**config.mk**
```make
export PLATFORM = sky130hd
export DESIGN_NAME = tbw_div_cell
export DESIGN_NICKNAME = d
export VERILOG_FILES = /design/src/hw/rtl/tbw_pkg.sv /design/src/hw/rtl/tbw_div_cell.sv
export SDC_FILE = /design/constraint.sdc
export NUM_CORES = 1
export LEC_CHECK = 0
export BUFFER_PORTS_ARGS = -buffer_cell sky130_fd_sc_hd__buf_2
export CAP_MARGIN = 10
export CORE_AREA = 2 2 250 252
export DETAILED_ROUTE_END_ITERATION = 16
export DIE_AREA = 0 0 252 254
export SETUP_SLACK_MARGIN = 0.1
export SYNTH_ARGS = -nofsm -noshare
export SYNTH_HDL_FRONTEND = slang
export SYNTH_SLANG_ARGS = --single-unit
```
**constraint.sdc**
```tcl
create_clock -name i_clk -period 10.4 [get_ports i_clk]
set_input_delay 1.04 -clock i_clk [delete_from_list [all_inputs] [get_ports i_clk]]
set_output_delay 1.04 -clock i_clk [all_outputs]
set_load 0.005 [all_outputs]
```
**src/hw/rtl/tbw_pkg.sv**
```systemverilog
// shared types, widths and output formatting for the barycentric weight pipeline
package tbw_pkg;

    localparam int COORD_W = 16;
    localparam int DIFF_W  = COORD_W + 1;
    localparam int PROD_W  = 2 * DIFF_W;
    localparam int CROSS_W = PROD_W + 1;
    localparam int NUM_W   = CROSS_W + 2;
    localparam int THR_W   = 20;
    localparam int FRAC_SH = 17;
    localparam int REM_W   = NUM_W + FRAC_SH + 1;
    localparam int DEN_W   = CROSS_W + 1;
    localparam int Q_W     = 33;
    localparam int WIDE_W  = DEN_W + Q_W - 1;
    localparam int W_W     = 32;
    localparam int NLANE   = 3;

    localparam logic [THR_W-1:0] THR_RESET = THR_W'(3);
    localparam logic [W_W-1:0]   ONE_FX    = W_W'(65536);
    localparam logic [W_W-1:0]   SAT_POS   = {1'b0, {(W_W-1){1'b1}}};
    localparam logic [W_W-1:0]   SAT_NEG   = {1'b1, {(W_W-1){1'b0}}};

    typedef struct packed {
        logic [REM_W-1:0] rem;
        logic [Q_W-1:0]   q;
        logic             neg;
        logic             zero;
        logic             ovf;
    } t_lane;

    typedef struct packed {
        logic             valid;
        logic             degen;
        logic [DEN_W-1:0] den;
        t_lane [NLANE-1:0] lane;
    } t_cell;

    function automatic logic [W_W-1:0] fmt_weight(input t_lane l);
        logic [W_W-1:0] r;
        r = '0;
        if (l.zero) begin
            r = '0;
        end else if (!l.neg) begin
            if (l.ovf || (l.q[Q_W-1:W_W-1] != '0)) r = SAT_POS;
            else r = l.q[W_W-1:0];
        end else begin
            if (l.ovf || (l.q[Q_W-1] && (l.q[W_W-1:0] != '0)) || l.q[Q_W-1:0] > {1'b0, SAT_NEG})
                r = SAT_NEG;
            else r = W_W'(~l.q[W_W-1:0] + W_W'(1));
        end
        return r;
    endfunction

endpackage

```
**src/hw/rtl/tbw_div_cell.sv**
```systemverilog
// one restoring division cell, resolves one quotient bit for all three weights
module tbw_div_cell import tbw_pkg::*; #(
    parameter int K = 0
) (
    input  logic  i_clk,
    input  logic  i_rst_n,
    input  logic  i_en,
    input  t_cell i_cell,
    output t_cell o_cell
);
    t_cell r_cell, n_cell;

    always_comb begin
        logic [WIDE_W-1:0] wr;
        logic [WIDE_W-1:0] ws;
        n_cell = i_cell;
        ws = WIDE_W'(i_cell.den) << K;
        for (int i = 0; i < NLANE; i++) begin
            wr = WIDE_W'(i_cell.lane[i].rem);
            if (wr >= ws) begin
                n_cell.lane[i].rem  = REM_W'(wr - ws);
                n_cell.lane[i].q[K] = 1'b1;
            end
        end
    end

    always_ff @(posedge i_clk) begin
        if (!i_rst_n) begin
            r_cell.valid <= 1'b0;
        end else if (i_en) begin
            r_cell <= n_cell;
        end
    end

    assign o_cell = r_cell;
endmodule

```
Word level (Yosys, flattened, before mapping):

Cells that the tools add are included.

* bits in registers: 311
* bits of input ports: 314
* output and inout bits: 311
* logic and storage cells: 31

* $add $sub $neg: 3
* $lt $le $gt $ge: 3
* multiplexer cells: 3
* reductions and logical operators: 1

Operators with widths (count)
* greater-or-equal comparator 55 x 36 -> 1 bit: 3
* two-way mux 55 bit: 3
* subtractor 55 x 36 -> 55 bit: 3
* AND reduction 2 bit: 1

Depth between registers and ports, before layout:

* depth in word-level cells: 2
* depth in mapped cells: 14
* depth with buffers taken out: 13

Worst setup path after synthesis:

No wires, ideal clock.

* kind: input to register
* from: in i_en
* to: reg r_cell (netlist bit o_cell[0]) (enable)
* arrival: 8029 ps
* data required time: 9690 ps
* path slack: 1661 ps
* stages on the path: 1
* buffers on the path: 0
* cell sequence: and2_1

* longest elaborated chain between the ends: 1

RTL lines
* from (decl): RTL line tbw_div_cell.sv:7 `input logic i_en,`
* AND reduction 2 bit (no line)
* to (signal assigned): RTL line tbw_div_cell.sv:31 `r_cell <= n_cell;`
* to (decl): RTL line tbw_div_cell.sv:11 `t_cell r_cell, n_cell;`

No other way between the ends.
A chain may end at the register's enable or synchronous reset.

==> flow_metrics.env <==
export IMPL_clock_path_buffers=3
export IMPL_fin_ws_ns=5.55
export IMPL_io_buffer_count=624
export IMPL_yosys_register_bits=311
export IMPL_grt_pass1_vias=15775
export IMPL_grt_pass1_wl_mm=101
export IMPL_drive_gt1_share_pct=30.1
export IMPL_antenna_left=0
export IMPL_globalplace_congestion=0.919
export IMPL_path_cells="buf_2 -> inv_1 -> ha_1 -> a21oi_1 -> o21bai_1 -> a2111oi_0 -> a31oi_1 -> a311oi_1 -> o21ba_2 -> buf_4 -> o21ai_0"
export IMPL_post_cts_buffers=0
export IMPL_cts_root_buffer="clkbuf_16"
export IMPL_status="finished, final reports clean"
export IMPL_cp_arrival_ns=5.06
export IMPL_fin_area_sq_um=23500
export IMPL_ys_seq_area_share_pct=51.1
export IMPL_required_ns=10.61
export IMPL_largest_register_ffs=311
export IMPL_power_density_nw_per_um2=158
export IMPL_die_h_um=254
export IMPL_via_per_inst=5.08
export IMPL_tightestPinTransition_ns=1.08
export IMPL_dpl_cell_area_sq_um=22200
export IMPL_end_kind="flip-flop"
export IMPL_yosys_area_top_type="edfxtp_1"
export IMPL_area_delta_synth_final_pct=28.4
export IMPL_setup_viol=0
export IMPL_synthDistinctLibCells=72
export IMPL_maxSlewHeadroom_pct=27.3
export IMPL_die_width_um=252
export IMPL_ios=625
export IMPL_synth_top_area_share_pct=51.0
export IMPL_antenna_found_initial=14
export IMPL_row_count=91
export IMPL_core_area_sq_um=61300
export IMPL_syn_nets=2189
export IMPL_hold_ws_ns=0.534
export IMPL_async_reset_ff_share_pct=0
export IMPL_setup_tns_final_ns=0
export IMPL_finalClockSkew_ns=0
export IMPL_cts_tree="built"
export IMPL_ys_warn_count=0
export IMPL_period_share_pct=46.6
export IMPL_hold_violations=0
export IMPL_grt_usage_pct=21.0
export IMPL_crit_path_top_delay_cell="a311oi_1"
export IMPL_hpwlAfterDp_mm=57.9
export IMPL_leakagePower_nw=9.69
export IMPL_gr_total_overflow=0
export IMPL_start_util_pct=29.8
export IMPL_clock_fmax_ghz=0.206
export IMPL_slew_viol_final=0
export IMPL_rsz0062_at_grt="no"
export IMPL_grt_max_degree=165
export IMPL_ir_drop_v=0.0000901
export IMPL_clk_pin_slew_ns=0.06
export IMPL_postSynthCellCount=1764
export IMPL_cts_buffers=39
export IMPL_cts_htree_levels=2
export IMPL_yosys_top_cells_area="edfxtp_1, ha_1, a21oi_1"
export IMPL_hp_class="reg -> reg"
export IMPL_syn_avg_cell_area_sq_um=10.4
export IMPL_num_vias=16214
export IMPL_timing_worst_setup_path_type="in -> reg"
export IMPL_dp_slack_ns=5.17
export IMPL_clock_sinks=311
export IMPL_totalWireLength_mm=70.8
export IMPL_cts_repair_resized=0
export IMPL_layout_nets=2790
export IMPL_max_stage_delay_ns=0.86
export IMPL_synthFlopType="edfxtp_1"
export IMPL_cp_start_kind="input port"
export IMPL_clk_latency_ns=0.55
export IMPL_drc=0
export IMPL_drt_iter0_drc=1360
export IMPL_post_route_util_pct=38.3
export IMPL_first_pass_iters=5
export IMPL_synth_edf_count=310
export IMPL_syn_cell_area_sq_um=18300
export IMPL_timing_critical_path_fanout_max=68
export IMPL_drt_wirelength_per_cell_um=22.2
export IMPL_holdBufCountCts=0
export IMPL_max_cap_violations=0
export IMPL_die_area_sq_um=64000
export IMPL_period_minus_slack_ns=4.85
==> stage by stage <==
stage / std cells / power [W]
6_report: 3191 / 0.00370
5_1_grt: 3188 / 0.00388
4_1_cts: 3184 / 0.00375
3_5_place_dp: 3113 / 0.00237
3_3_place_gp: 3112 / 0.00237
2_1_floorplan: 1764 / 0.00203
==> layer usage <==
metal | GRT usage, % | wire length, um
met3 | 4.88 | 5760
met5 | 0 | 74
met4 | 6.14 | 1770
met2 | 34.7 | 33600
met1 | 27.3 | 29700
==> placed cells by master (no fill, tap or decap), types with 11 or more instances in the layout <==
cell | synthesis | final
nor4_1 | 18 | 18
a31oi_1 | 11 | 11
nor3_1 | 34 | 34
nand4_1 | 38 | 38
edfxtp_1 | 310 | 310
xnor2_1 | 89 | 89
clkbuf_16 | 0 | 40
nand2_1 | 165 | 165
a211oi_1 | 13 | 13
o21bai_1 | 22 | 22
nand3_1 | 45 | 45
inv_1 | 69 | 69
buf_2 | 8 | 625
or3_1 | 14 | 14
o21ai_0 | 114 | 114
a21oi_1 | 186 | 186
and3_1 | 11 | 11
nand2b_1 | 20 | 20
xor2_1 | 67 | 67
nor2_1 | 164 | 163
a21o_1 | 43 | 43
ha_1 | 108 | 108
==> cell families (layout without fill, tap and decap cells) <==
group,after synthesis,count (layout),synth area share (%)
multiplexers,11,11,0.671
other,0,6,0
AO/OA/AOI/OAI,459,459,15.0
AND/OR/NAND/NOR,573,573,15.0
buffers and inverters,143,774,3.03
XOR/XNOR,156,156,7.48
adder cells (fa/ha/maj),111,111,7.73
flip-flops,311,311,51.1
==> where the power goes <==
group          switching, W  internal [W]  total (W)  leakage, nW
combinational      0.000482      0.000318   0.000801         6.17
clock              0.000567      0.000783    0.00135        0.599
sequential        0.0000313       0.00152    0.00155         2.92
==> worst max-delay path, delay by kind of cell <==
family / cells / cell delay [ns]
AO/OA/AOI/OAI: 7 / 2.77
buffers and inverters: 3 / 0.83
adder cells (fa/ha/maj): 1 / 0.37
==> path summary, 6_finish.rpt <==
kind / end / depth (start not counted) / slack (ns) / startpoint
worst max-delay path: o_cell[148] / 11 / 5.55 / i_cell[297]
worst min-delay path: o_cell[310] / 2 / 0.53 / o_cell[310]
worst max register to register: o_cell[310] / 2 / 9.81 / o_cell[310]
worst min register to register: o_cell[310] / 2 / 0.53 / o_cell[310]
==> cell type report <==
cell class / count / area (sq um)
timing repair buffer: 634 / 3210
clock inverter: 28 / 250
fill: 6184 / 37800
antenna: 6 / 15.0
inverter: 69 / 259
sequential: 311 / 9330
clock buffer: 43 / 1010
multi-input combinational: 1310 / 8400
tap: 790 / 988
==> cells in the mapped netlist (all sizes together), types with 11 or more instances <==
cell and n:
a211oi 14, nor2 164, nand3 45, nand2 165, nor4 18, a21oi 186
clkbuf 63, buf 11, a21o 43, a31oi 11, ha 108, inv 69
o21bai 22, o21ai 116, and3 11, xor2 67, xnor2 89, nand2b 20
nor3 34, nand4 38, edfxtp 310, or3 14
Power figures use the tool's default switching activity.
